## src/design/skf_pkg.sv

```systemverilog
// shared widths, constants, register indexes and types for the scalar kalman filter
package skf_pkg;

  // field widths
  localparam int MEAS_W     = 15;
  localparam int EST_W      = 15;
  localparam int ERR_W      = 20;
  localparam int GAIN_W     = 17;
  localparam int DEN_W      = ERR_W + 1;
  localparam int CFG_IDX_W  = 2;
  localparam int CFG_DATA_W = 20;

  // default window length in samples
  localparam int WINDOW_DEF = 50;

  // estimate range, signed q7.8
  localparam logic signed [EST_W-1:0] EST_MIN = -15'sd10240;
  localparam logic signed [EST_W-1:0] EST_MAX = 15'sd10240;

  // unity gain in q1.16
  localparam logic [GAIN_W-1:0] GAIN_ONE = 17'h10000;

  // register indexes
  localparam logic [CFG_IDX_W-1:0] CFG_INIT_EST = 2'd0;
  localparam logic [CFG_IDX_W-1:0] CFG_INIT_ERR = 2'd1;
  localparam logic [CFG_IDX_W-1:0] CFG_MEAS_ERR = 2'd2;

  // register reset values
  localparam logic signed [EST_W-1:0] INIT_EST_RST = 15'sd5120;
  localparam logic [ERR_W-1:0]        INIT_ERR_RST = 20'd65536;
  localparam logic [ERR_W-1:0]        MEAS_ERR_RST = 20'd2163;

  // controller to datapath commands
  typedef struct packed {
    logic reload;
    logic div_init;
    logic div_step;
    logic mul;
    logic update;
    logic out_load;
    logic last;
  } skf_cmd_t;

  // datapath to controller status
  typedef struct packed {
    logic den_zero;
  } skf_sts_t;

  // saturate a wide signed value into the estimate range
  function automatic logic signed [EST_W-1:0] clamp_est(input logic signed [19:0] v);
    logic signed [EST_W-1:0] res;
    if (v < 20'(EST_MIN)) begin
      res = EST_MIN;
    end else if (v > 20'(EST_MAX)) begin
      res = EST_MAX;
    end else begin
      res = v[EST_W-1:0];
    end
    return res;
  endfunction

endpackage

```

## src/design/skf_if.sv

```systemverilog
// valid/ready channel interfaces for measurements and filtered results

interface skf_meas_if;
  import skf_pkg::*;
  logic                     valid;
  logic                     ready;
  logic signed [MEAS_W-1:0] measurement;

  modport source (output valid, output measurement, input ready);
  modport sink (input valid, input measurement, output ready);
endinterface

interface skf_res_if;
  import skf_pkg::*;
  logic                    valid;
  logic                    ready;
  logic signed [EST_W-1:0] estimate;
  logic [GAIN_W-1:0]       gain;
  logic                    window_end;

  modport source (output valid, output estimate, output gain, output window_end, input ready);
  modport sink (input valid, input estimate, input gain, input window_end, output ready);
endinterface

```

## src/design/skf_ctrl.sv

```systemverilog
// controller: sequences a reload, or gain division, multiply and update, and the output load for each sample
module skf_ctrl #(
  parameter int WINDOW = skf_pkg::WINDOW_DEF
) (
  input  logic              clk,
  input  logic              rst_n,
  input  logic              in_valid,
  output logic              in_ready,
  output logic              out_valid,
  input  logic              out_ready,
  input  skf_pkg::skf_sts_t sts,
  output skf_pkg::skf_cmd_t cmd
);
  import skf_pkg::*;

  localparam int PosW = (WINDOW > 2) ? $clog2(WINDOW) : 1;
  localparam int CntW = $clog2(GAIN_W);
  localparam logic [PosW-1:0] LastPos  = PosW'(WINDOW - 1);
  localparam logic [CntW-1:0] DivSteps = CntW'(GAIN_W - 1);

  typedef enum logic [2:0] {S_IDLE, S_DIV, S_MUL, S_UPD, S_FIN} state_t;

  state_t          state_r, state_nxt;
  logic [PosW-1:0] pos_r, pos_nxt;
  logic [CntW-1:0] cnt_r, cnt_nxt;
  logic            out_valid_r, out_valid_nxt;
  logic            in_xfer;
  logic            last;

  assign in_ready  = (state_r == S_IDLE);
  assign out_valid = out_valid_r;
  assign in_xfer   = in_valid && in_ready;
  assign last      = (pos_r == LastPos);

  // next state and commands
  always_comb begin
    state_nxt     = state_r;
    pos_nxt       = pos_r;
    cnt_nxt       = cnt_r;
    out_valid_nxt = out_valid_r && !out_ready;
    cmd           = '0;
    cmd.last      = last;
    unique case (state_r)
      S_IDLE: begin
        if (in_xfer) begin
          if (pos_r == '0) begin
            // window start: reload estimate and error
            cmd.reload = 1'b1;
            state_nxt  = S_FIN;
          end else begin
            cmd.div_init = 1'b1;
            if (sts.den_zero) begin
              state_nxt = S_FIN;
            end else begin
              state_nxt = S_DIV;
              cnt_nxt   = DivSteps;
            end
          end
        end
      end
      S_DIV: begin
        cmd.div_step = 1'b1;
        if (cnt_r == '0) begin
          state_nxt = S_MUL;
        end else begin
          cnt_nxt = cnt_r - 1'b1;
        end
      end
      S_MUL: begin
        cmd.mul   = 1'b1;
        state_nxt = S_UPD;
      end
      S_UPD: begin
        cmd.update = 1'b1;
        state_nxt  = S_FIN;
      end
      S_FIN: begin
        // hand the result to the output register once it is free
        if (!out_valid_r || out_ready) begin
          cmd.out_load  = 1'b1;
          out_valid_nxt = 1'b1;
          pos_nxt       = last ? '0 : pos_r + 1'b1;
          state_nxt     = S_IDLE;
        end
      end
      default: begin
        state_nxt = S_IDLE;
      end
    endcase
  end

  // state and registered outputs
  always_ff @(posedge clk) begin
    if (!rst_n) begin
      state_r     <= S_IDLE;
      pos_r       <= '0;
      cnt_r       <= '0;
      out_valid_r <= 1'b0;
    end else begin
      state_r     <= state_nxt;
      pos_r       <= pos_nxt;
      cnt_r       <= cnt_nxt;
      out_valid_r <= out_valid_nxt;
    end
  end

endmodule

```

## src/design/skf_dp.sv

```systemverilog
// datapath: config registers, filter state, bit-serial gain divider, multipliers, output register
module skf_dp (
  input  logic                                  clk,
  input  logic                                  rst_n,
  input  logic                                  cfg_we,
  input  logic [skf_pkg::CFG_IDX_W-1:0]         cfg_index,
  input  logic [skf_pkg::CFG_DATA_W-1:0]        cfg_data,
  input  logic signed [skf_pkg::MEAS_W-1:0]     measurement,
  input  skf_pkg::skf_cmd_t                     cmd,
  output skf_pkg::skf_sts_t                     sts,
  output logic signed [skf_pkg::EST_W-1:0]      estimate,
  output logic [skf_pkg::GAIN_W-1:0]            gain,
  output logic                                  window_end
);
  import skf_pkg::*;

  // configuration registers
  logic signed [EST_W-1:0] init_est_r;
  logic [ERR_W-1:0]        init_err_r;
  logic [ERR_W-1:0]        meas_err_r;

  // filter state
  logic signed [EST_W-1:0]  est_r;
  logic [ERR_W-1:0]         err_r;
  logic signed [MEAS_W-1:0] z_r;

  // divider
  logic [DEN_W-1:0]  den;
  logic [36:0]       num;
  logic [DEN_W-1:0]  den_r;
  logic [DEN_W-1:0]  rem_r;
  logic [GAIN_W-1:0] num_lo_r;
  logic [GAIN_W-1:0] q_r;
  logic [DEN_W:0]    trial;
  logic              trial_ge;

  // multiply and update
  logic signed [17:0] gain_s;
  logic signed [16:0] diff;
  logic signed [34:0] pe_mul;
  logic [GAIN_W-1:0]  one_minus_g;
  logic [36:0]        pr_mul;
  logic signed [34:0] pe_r;
  logic [36:0]        pr_r;
  logic signed [34:0] pe_rnd;
  logic signed [18:0] delta;
  logic signed [19:0] est_sum;
  logic [37:0]        pr_rnd;

  // output register payload
  logic signed [EST_W-1:0] out_est_r;
  logic [GAIN_W-1:0]       out_gain_r;
  logic                    out_end_r;

  // denominator and rounded numerator of the gain division
  assign den          = {1'b0, err_r} + {1'b0, meas_err_r};
  assign num          = {1'b0, err_r, 16'b0} + 37'(den[DEN_W-1:1]);
  assign sts.den_zero = (den == '0);

  // one restoring division step
  assign trial    = {rem_r, num_lo_r[GAIN_W-1]};
  assign trial_ge = (trial >= {1'b0, den_r});

  // products
  assign gain_s      = $signed({1'b0, q_r});
  assign diff        = {{2{z_r[MEAS_W-1]}}, z_r} - {{2{est_r[EST_W-1]}}, est_r};
  assign pe_mul      = gain_s * diff;
  assign one_minus_g = GAIN_ONE - q_r;
  assign pr_mul      = err_r * one_minus_g;

  // rounding and saturating update
  assign pe_rnd  = pe_r + 35'sd32768;
  assign delta   = pe_rnd[34:16];
  assign est_sum = {{5{est_r[EST_W-1]}}, est_r} + {delta[18], delta};
  assign pr_rnd  = {1'b0, pr_r} + 38'd32768;

  assign estimate   = out_est_r;
  assign gain       = out_gain_r;
  assign window_end = out_end_r;

  // configuration writes, unknown indexes ignored
  always_ff @(posedge clk) begin
    if (!rst_n) begin
      init_est_r <= INIT_EST_RST;
      init_err_r <= INIT_ERR_RST;
      meas_err_r <= MEAS_ERR_RST;
    end else if (cfg_we) begin
      unique case (cfg_index)
        CFG_INIT_EST: init_est_r <= $signed(cfg_data[EST_W-1:0]);
        CFG_INIT_ERR: init_err_r <= cfg_data[ERR_W-1:0];
        CFG_MEAS_ERR: meas_err_r <= cfg_data[ERR_W-1:0];
        default: ;
      endcase
    end
  end

  // estimate and error state
  always_ff @(posedge clk) begin
    if (!rst_n) begin
      est_r <= '0;
      err_r <= '0;
    end else if (cmd.reload) begin
      est_r <= clamp_est({{5{init_est_r[EST_W-1]}}, init_est_r});
      err_r <= init_err_r;
    end else if (cmd.update) begin
      est_r <= clamp_est(est_sum);
      err_r <= pr_rnd[35:16];
    end
  end

  // divider, products and measurement capture
  always_ff @(posedge clk) begin
    if (cmd.reload) begin
      q_r <= '0;
    end else if (cmd.div_init) begin
      z_r      <= measurement;
      den_r    <= den;
      rem_r    <= {1'b0, num[36:17]};
      num_lo_r <= num[16:0];
      q_r      <= '0;
    end else if (cmd.div_step) begin
      rem_r    <= trial_ge ? DEN_W'(trial - {1'b0, den_r}) : trial[DEN_W-1:0];
      num_lo_r <= {num_lo_r[GAIN_W-2:0], 1'b0};
      q_r      <= {q_r[GAIN_W-2:0], trial_ge};
    end
    if (cmd.mul) begin
      pe_r <= pe_mul;
      pr_r <= pr_mul;
    end
  end

  // output register
  always_ff @(posedge clk) begin
    if (cmd.out_load) begin
      out_est_r  <= est_r;
      out_gain_r <= q_r;
      out_end_r  <= cmd.last;
    end
  end

endmodule

```

## src/design/scalar_kalman_filter.sv

```systemverilog
// top level of the scalar kalman filter: controller, datapath and checks
//
// One-dimensional Kalman filter over signed Q7.8 temperature samples, one result per
// sample. Samples form windows of WINDOW samples; the first of a window reloads the
// estimate and error from the configuration registers and reports gain 0. A regular
// sample passes, after its transfer, through the bit-serial divider forming the Q1.16
// gain, a multiply state, the rounding and saturating update and the output load,
// which waits until the output register is free. A window-start sample, or one whose
// gain denominator is zero, goes from its transfer straight to the output load. The
// next sample is taken once the output load is done, while the previous result may
// still wait in the output register.
// Configuration registers are written through cfg_we, cfg_index and cfg_data.
module scalar_kalman_filter #(
  parameter int WINDOW = skf_pkg::WINDOW_DEF
) (
  input  logic                           clk,
  input  logic                           rst_n,
  input  logic                           cfg_we,
  input  logic [skf_pkg::CFG_IDX_W-1:0]  cfg_index,
  input  logic [skf_pkg::CFG_DATA_W-1:0] cfg_data,
  skf_meas_if.sink                       in_meas,
  skf_res_if.source                      out_res
);
  import skf_pkg::*;

  skf_cmd_t cmd;
  skf_sts_t sts;

  // sequencing
  skf_ctrl #(
    .WINDOW (WINDOW)
  ) u_ctrl (
    .clk       (clk),
    .rst_n     (rst_n),
    .in_valid  (in_meas.valid),
    .in_ready  (in_meas.ready),
    .out_valid (out_res.valid),
    .out_ready (out_res.ready),
    .sts       (sts),
    .cmd       (cmd)
  );

  // arithmetic and storage
  skf_dp u_dp (
    .clk         (clk),
    .rst_n       (rst_n),
    .cfg_we      (cfg_we),
    .cfg_index   (cfg_index),
    .cfg_data    (cfg_data),
    .measurement (in_meas.measurement),
    .cmd         (cmd),
    .sts         (sts),
    .estimate    (out_res.estimate),
    .gain        (out_res.gain),
    .window_end  (out_res.window_end)
  );

  // no new sample is taken in the cycle after a transfer
  a_busy_after_xfer: assert property (@(posedge clk) disable iff (!rst_n)
    (in_meas.valid && in_meas.ready) |=> !in_meas.ready)
    else $error("input ready right after a transfer");

  // the gain never exceeds unity
  a_gain_range: assert property (@(posedge clk) disable iff (!rst_n)
    out_res.valid |-> (out_res.gain <= GAIN_ONE))
    else $error("gain above unity");

  // the estimate stays saturated
  a_est_range: assert property (@(posedge clk) disable iff (!rst_n)
    out_res.valid |-> (($signed(out_res.estimate) >= EST_MIN) &&
                       ($signed(out_res.estimate) <= EST_MAX)))
    else $error("estimate out of range");

endmodule

```

## src/flat_wrapper.sv

```systemverilog
// flat-port wrapper written by rule: the top's interface ports become plain ports
module scalar_kalman_filter_flat import skf_pkg::*;
#(
  parameter int WINDOW = skf_pkg::WINDOW_DEF
)
  (clk, rst_n, cfg_we, cfg_index, cfg_data, in_meas_valid, in_meas_measurement, in_meas_ready, out_res_valid, out_res_estimate, out_res_gain, out_res_window_end, out_res_ready);
  skf_meas_if in_meas_i ();
  skf_res_if out_res_i ();
  input  logic clk;
  input  logic rst_n;
  input  logic cfg_we;
  input  logic [skf_pkg::CFG_IDX_W-1:0] cfg_index;
  input  logic [skf_pkg::CFG_DATA_W-1:0] cfg_data;
  input wire logic [$bits(in_meas_i.valid)-1:0] in_meas_valid;
  input wire logic [$bits(in_meas_i.measurement)-1:0] in_meas_measurement;
  output wire logic [$bits(in_meas_i.ready)-1:0] in_meas_ready;
  output wire logic [$bits(out_res_i.valid)-1:0] out_res_valid;
  output wire logic [$bits(out_res_i.estimate)-1:0] out_res_estimate;
  output wire logic [$bits(out_res_i.gain)-1:0] out_res_gain;
  output wire logic [$bits(out_res_i.window_end)-1:0] out_res_window_end;
  input wire logic [$bits(out_res_i.ready)-1:0] out_res_ready;
  assign in_meas_i.valid = in_meas_valid;
  assign in_meas_i.measurement = in_meas_measurement;
  assign in_meas_ready = in_meas_i.ready;
  assign out_res_valid = out_res_i.valid;
  assign out_res_estimate = out_res_i.estimate;
  assign out_res_gain = out_res_i.gain;
  assign out_res_window_end = out_res_i.window_end;
  assign out_res_i.ready = out_res_ready;
  scalar_kalman_filter #(.WINDOW(WINDOW)) u_core (.clk(clk), .rst_n(rst_n), .cfg_we(cfg_we), .cfg_index(cfg_index), .cfg_data(cfg_data), .in_meas(in_meas_i), .out_res(out_res_i));
endmodule
```

## config.mk

```make
export PLATFORM = sky130hd
export DESIGN_NAME = scalar_kalman_filter_flat
export DESIGN_NICKNAME = d
export VERILOG_FILES = /design/src/design/skf_pkg.sv /design/src/design/skf_if.sv /design/src/design/skf_ctrl.sv /design/src/design/skf_dp.sv /design/src/design/scalar_kalman_filter.sv /design/src/flat_wrapper.sv
export SDC_FILE = /design/constraint.sdc
export NUM_CORES = 2
export LEC_CHECK = 0
export BUFFER_PORTS_ARGS = -buffer_cell sky130_fd_sc_hd__buf_2
export CAP_MARGIN = 15
export CORE_UTILIZATION = 54
export DETAILED_ROUTE_END_ITERATION = 10
export HOLD_SLACK_MARGIN = 0.03
export PLACE_DENSITY_LB_ADDON = 0.05
export SLEW_MARGIN = 20
export SYNTH_ARGS = -nofsm -noshare
export SYNTH_HDL_FRONTEND = slang
export SYNTH_SLANG_ARGS = --single-unit
```

## constraint.sdc

```tcl
create_clock -name clk -period 8.1 [get_ports clk]
set_input_delay 1.215 -clock clk [delete_from_list [all_inputs] [get_ports clk]]
set_output_delay 1.215 -clock clk [all_outputs]
set_load 0.1 [all_outputs]
```

Word-level counts from Yosys, hierarchy flattened
Cells that the tools add are included.
{"block": "totals", "ff_bits": 300, "wordCells": 109, "in_bits": 42}
{"block": "op_classes", "n_lt_le_gt_ge": 5, "n_reduce_logical": 22, "n_addsub": 10, "bitwise_logic": 1, "n_eq_ne": 13, "mul": 2, "mux": 36}
{"op": "$mux W15", "count": 6}
{"op": "$mux W20", "count": 3}
{"op": "$mux W21", "count": 2}
{"op": "$add A36 B20 Y37", "count": 1}
{"op": "$add A36 B16 Y36 const B", "count": 1}
{"op": "$mul A20 B17 Y36", "count": 1}
{"op": "$add A35 B17 Y35 const B", "count": 1}
{"op": "$mul A18 B16 Y34", "count": 1}
{"op": "$mux W17", "count": 2}
{"op": "$ge A22 B21 Y1", "count": 1}
{"op": "$add A20 B20 Y21", "count": 1}
{"op": "$logic_not A21 Y1", "count": 1}
{"op": "$sub A21 B21 Y21", "count": 1}
{"op": "$add A15 B19 Y20", "count": 1}
{"op": "$gt A20 B15 Y1 const B", "count": 1}
{"op": "$lt A20 B15 Y1 const B", "count": 1}
{"op": "$mux W5", "count": 4}
{"op": "$sub A17 B17 Y17 const A", "count": 1}
{"op": "$sub A15 B15 Y16", "count": 1}
{"op": "$gt A15 B15 Y1 const B", "count": 1}
{"op": "$lt A15 B15 Y1 const B", "count": 1}
{"op": "$mux W3", "count": 5}
{"op": "$pmux W3 S5", "count": 1}
{"op": "$reduce_and A2 Y1", "count": 6}
{"op": "other kinds (26)", "count": 44}

Longest topological paths before layout
{"block": "logic_depth", "depth_word": 7, "ltp_mapped": 35, "mapped_depth_nobuf": 35}

Cells and area by module
From an unflattened synthesis, not the netlist that was laid out.
{"block": "unflattened", "cells_unflattened": 3784, "area_unflattened_um2": 34269.1}
{"mod": "skf_dp", "seq_area_each_um2": 6556.3, "cells_per_inst": 3674, "area_per_inst_um2": 33350.7, "n_inst": 1}
{"mod": "skf_ctrl", "seq_area_each_um2": 300.3, "cells_per_inst": 110, "area_per_inst_um2": 918.4, "n_inst": 1}

Least setup slack after synthesis
Ideal clock, no wire load.
{"block": "synth_path", "path_kind": "register -> register", "from": "register u_core.u_dp.z_r[0]", "to": "register u_core.u_dp.pe_r[33] (data pin)", "period_less_slack_ps": 8637, "t_required_ps": 7834, "slack_ps": -537, "setup_ps": 266, "path_buffers": 1, "arrival_ps": 8371, "stages_incl_launch_ff": 35, "path_cell_list": "edfxtp_1 inv_1 ha_1 inv_1 fa_1 a21o_1 a21oi_1 o21bai_1 a211o_1 a31oi_1 a21oi_1 a21o_1 a21oi_1 xnor2_1 clkbuf_1 nand2_1 fa_1 fa_1 inv_1 fa_1 fa_1 fa_1 inv_1 fa_1 inv_1 ha_1 a21o_1 a21oi_1 o21a_1 o31ai_1 a41o_1 a221oi_1 o211ai_1 o41ai_1 xnor2_1"}
{"block": "synth_between", "elab_chain_cells": 2}
{"element": "start: declaration", "line": "skf_dp.sv:25", "rtl": "logic signed [MEAS_W-1:0] z_r;"}
{"element": "start signal: assignment", "line": "skf_dp.sv:116", "rtl": "z_r <= measurement;"}
{"element": "$sub A15 B15 Y16", "line": "skf_dp.sv:66", "rtl": "assign diff = {{2{z_r[MEAS_W-1]}}, z_r} - {{2{est_r[EST_W-1]}}, est_r};"}
{"element": "$mul A18 B16 Y34", "line": "skf_dp.sv:67", "rtl": "assign pe_mul = gain_s * diff;"}
{"element": "net u_core.u_dp.pe_mul[33]", "line": "skf_dp.sv:40", "rtl": "logic signed [34:0] pe_mul;"}
{"element": "end signal: assignment", "line": "skf_dp.sv:127", "rtl": "pe_r <= pe_mul;"}
{"element": "end: declaration", "line": "skf_dp.sv:43", "rtl": "logic signed [34:0] pe_r;"}
The timed path passes the listed nets, and every way through them passes these cells.
A chain may end at the register's enable or synchronous reset.

Worst setup path after layout
{"block": "layout_path", "from": "register u_core.u_dp.z_r[0]", "to": "register u_core.u_dp.pe_r[24] (data pin)"}
The elaborated chain is that of the path after synthesis.

==> results.cfg <==
[run_status]
outcome = finished, violations left
violations = negative setup slack

[die]
die_h_um = 254
die_area_um2 = 64300
core-area_um2 = 62200
dieWidth_um = 254
ios = 77
rows = 91
initial_core_util_pct = 55.0

[sta]
rsz0062_at_grt = true
tightest_slew_ns = 1.18
timing.final.max_slew_violations = 0
finalHoldViolations = 0
setup_ws_ns = -0.132
max_clock_freq_ghz = 0.121
maxSlewHeadroom_pct = 21.5
min_period_ns = 8.23
finalCritPeriodShare_pct = 102
whs_ns = 0.462
setup_violations = 5
fin_skew_ns = 0.0292
tns_ns = -0.391

[routing]
first_iter_violations = 2061
antenna_left = 0
wl_um = 94400
vias = 26900
drc = 0
firstDrtPassIters = 5
wl_per_cell_um = 19.7
vias_per_cell = 5.61

[synth]
synth_top_cell_by_area = fa_1
synth_top_area_share_pct = 28.0
synth_ff_type = edfxtp_1
synth_cell_types = 76
async_reset_ff_share_pct = 0
syn_area_um2 = 34200
postSynthAreaPerCell_um2 = 8.86
synth_common_cells = nand2_1, inv_1, fa_1
yosys_warnings = 0
synth_seq_area_share_pct = 20.1
synth_area_leaders = fa_1, edfxtp_1, ha_1, nand2_1, dfxtp_1
synth_nets = 4692
synth_adder_area_share_pct = 39.5
synth_most_common_cell = nand2_1
synth_top_family_by_area = adder cells
synth_edf_count = 147
synth_compound_area_share_pct = 9.31
synthSimpleGateAreaFrac_pct = 17.4
synth.area.mux_share_pct = 0.483
synth_xor_area_share_pct = 4.10
syn-instance-count = 3858
ys_seq_elements = 269

[critical_path]
r2r-start = u_core.u_dp.z_r[0]$_DFFE_PP_
startpoint_type = register
max_stage_delay_ns = 0.56
path_common_cell = fa_1
ff2ff_setup_slack_ns = -0.13
arrival_ns = 8.54
critPathMaxFanout = 7
crit_slowest_cell = fa_1
reg2reg_to = u_core.u_dp.pe_r[24]$_DFFE_PN_
worstSetupPathType = reg -> reg
required_ns = 8.41
r2r_cells = 35
setup.worst_path.end_class = register

[pwr]
p_int_mw = 4.09
switchingPower_mw = 3.54
p_leak_nw = 17.8
clkPwrFrac_pct = 21.2
ir_worst_vdd_uv = 274
p_seq_share_pct = 25.7
power_per_cell_area_nw_per_um2 = 202
switching_share_pct = 46.4
power_frac_comb_pct = 53.1
p_total_mw = 7.63

[global_route]
grt_pass1_vias = 27800
grt_max_degree = 59
grt_usage_pct = 30.1
antenna_found_initial = 0
grt_pass1_wl_um = 150000
grt_remaining_overflow = 0

[clock_tree]
clk_latency_ns = 0.57
cts_sinks = 269
h-tree-depth = 2
cts_tree = built
clkTransAtPathRegs_ns = 0.06
cts_made_buffers = 36
clock_path_buffers = 3
cts-root-buf = clkbuf_16

[hold_path]
worstHoldStart = u_core.u_dp.init_err_r[14]$_SDFFE_PN0P_
hold_end = u_core.u_dp.init_err_r[14]$_SDFFE_PN0P_
hold_path_class = reg -> reg
holdPathStages = 2

[finish]
final_net_count = 4770
area_delta_synth_final_pct = 10.7
finish.instance_area_um2 = 37800
drive_gt1_share_pct = 9.82
antenna_cells = 0

[placed_design]
hpwl_um = 72500
place_area_um2 = 36100
place_congestion = 0.894
io_buffer_count = 76

[flow_run]
drv_cap = 0
==> through the flow <==
step | utilization [%] | worst slack (ns) | cells
2_1_floorplan | - | 0.0562 | 3858
3_3_place_gp | 58.0 | -0.235 | 4719
3_5_place_dp | 58.0 | -0.279 | 4719
4_1_cts | 60.3 | -0.0407 | 4794
5_1_grt | 60.9 | -0.398 | 4800
6_report | 60.9 | -0.132 | 4800
==> power by group through the flow <==
stage	registers, mW	logic [mW]	clock network (mW)
floorplan	2.30	2.19	0
global placement	1.98	3.73	0
detailed placement	1.98	3.79	0
CTS	1.96	3.89	1.63
global route	1.99	4.37	1.68
finish	1.96	4.05	1.62
==> layout by cell type, fill, tap and decap left out, types with 28 or more instances in the layout <==
| master | count |
|---|---|
| a211oi_1 | 42 |
| a21o_1 | 37 |
| a21oi_1 | 177 |
| and2_1 | 175 |
| buf_2 | 76 |
| buf_4 | 146 |
| clkbuf_16 | 39 |
| dfxtp_1 | 122 |
| edfxtp_1 | 147 |
| fa_1 | 474 |
| ha_1 | 302 |
| inv_1 | 629 |
| nand2_1 | 668 |
| nand3_1 | 53 |
| nor2_1 | 176 |
| nor2b_1 | 31 |
| nor3_1 | 33 |
| o21a_1 | 28 |
| o21ai_0 | 63 |
| xnor2_1 | 88 |
| xor2_1 | 62 |
==> worst max-delay path: cells and delay by family, from the launching register on <==
kind / cells / cell delay, ns
adders and majority gates: 9 / 3.72
and+or+nand+nor: 2 / 0.22
xor gates and xnor gates: 2 / 0.29
DFF: 1 / 0.38
AOI/OAI and AO/OA: 13 / 2.53
buffers and inverters: 9 / 0.81
==> state kept, by name, summed over array words and instances, names as in the netlist <==
signal	count
u_core.u_ctrl.state_r	3
u_core.u_dp.gain	17
u_core.u_dp.q_r	17
u_core.u_dp.den_r	21
u_core.u_dp.pr_r	21
u_core.u_dp.estimate	15
u_core.u_dp.rem_r	21
u_core.u_dp.z_r	15
u_core.u_dp.err_r	20
u_core.u_dp.window_end	1
u_core.u_dp.init_err_r	20
u_core.u_ctrl.pos_r	6
u_core.u_dp.pe_r	19
u_core.u_ctrl.out_valid	1
u_core.u_dp.init_est_r	15
u_core.u_dp.meas_err_r	20
u_core.u_dp.num_lo_r	17
u_core.u_ctrl.cnt_r	5
u_core.u_dp.est_r	15
==> layer usage <==
layer,wire [um],up-vias,global-route usage (%)
li1,-,12500,-
met1,41900,13400,42.2
met2,42400,943,47.3
met3,7660,158,5.65
met4,2490,0,8.73
met5,0,-,0
==> kinds of logic after synthesis <==
group | after synthesis
AND/OR/NAND/NOR | 1298
buffers and inverters | 828
adder cells (fa/ha/maj) | 793
AO/OA/AOI/OAI | 494
flip-flops | 269
XOR/XNOR | 160
multiplexers | 16
==> area by class of cell <==
type / count / area, um^2
flip-flops and latches: 269 / 6860
clock buffers: 48 / 1040
repair buffers: 230 / 1590
clock inverters: 17 / 160
multi-input cells: 2761 / 24700
well taps: 837 / 1050
inverters: 638 / 2390
fillers: 5446 / 24300
==> worst max-delay path by stage <==
stage,startpoint,cells past startpoint,endpoint
global route,u_core.u_dp.z_r[0]$_DFFE_PP_,35,u_core.u_dp.pe_r[24]$_DFFE_PN_
finish,u_core.u_dp.z_r[0]$_DFFE_PP_,35,u_core.u_dp.pe_r[24]$_DFFE_PN_
global placement,u_core.u_dp.z_r[0]$_DFFE_PP_,35,u_core.u_dp.pe_r[33]$_DFFE_PN_
detailed placement,u_core.u_dp.z_r[0]$_DFFE_PP_,35,u_core.u_dp.pe_r[33]$_DFFE_PN_
CTS,u_core.u_dp.z_r[0]$_DFFE_PP_,34,u_core.u_dp.pe_r[33]$_DFFE_PN_
floorplan,u_core.u_dp.z_r[0]$_DFFE_PP_,35,u_core.u_dp.pe_r[32]$_DFFE_PN_
==> repair_timing <==
action,4_1_cts,5_1_grt
pin swaps,35,54
gates resized for setup,30,55
setup buffers,11,7
setup endpoints to repair,17,19
hold buffers,0,0
endpoints found under the hold margin,0,0
Power figures use the tool's default switching activity.
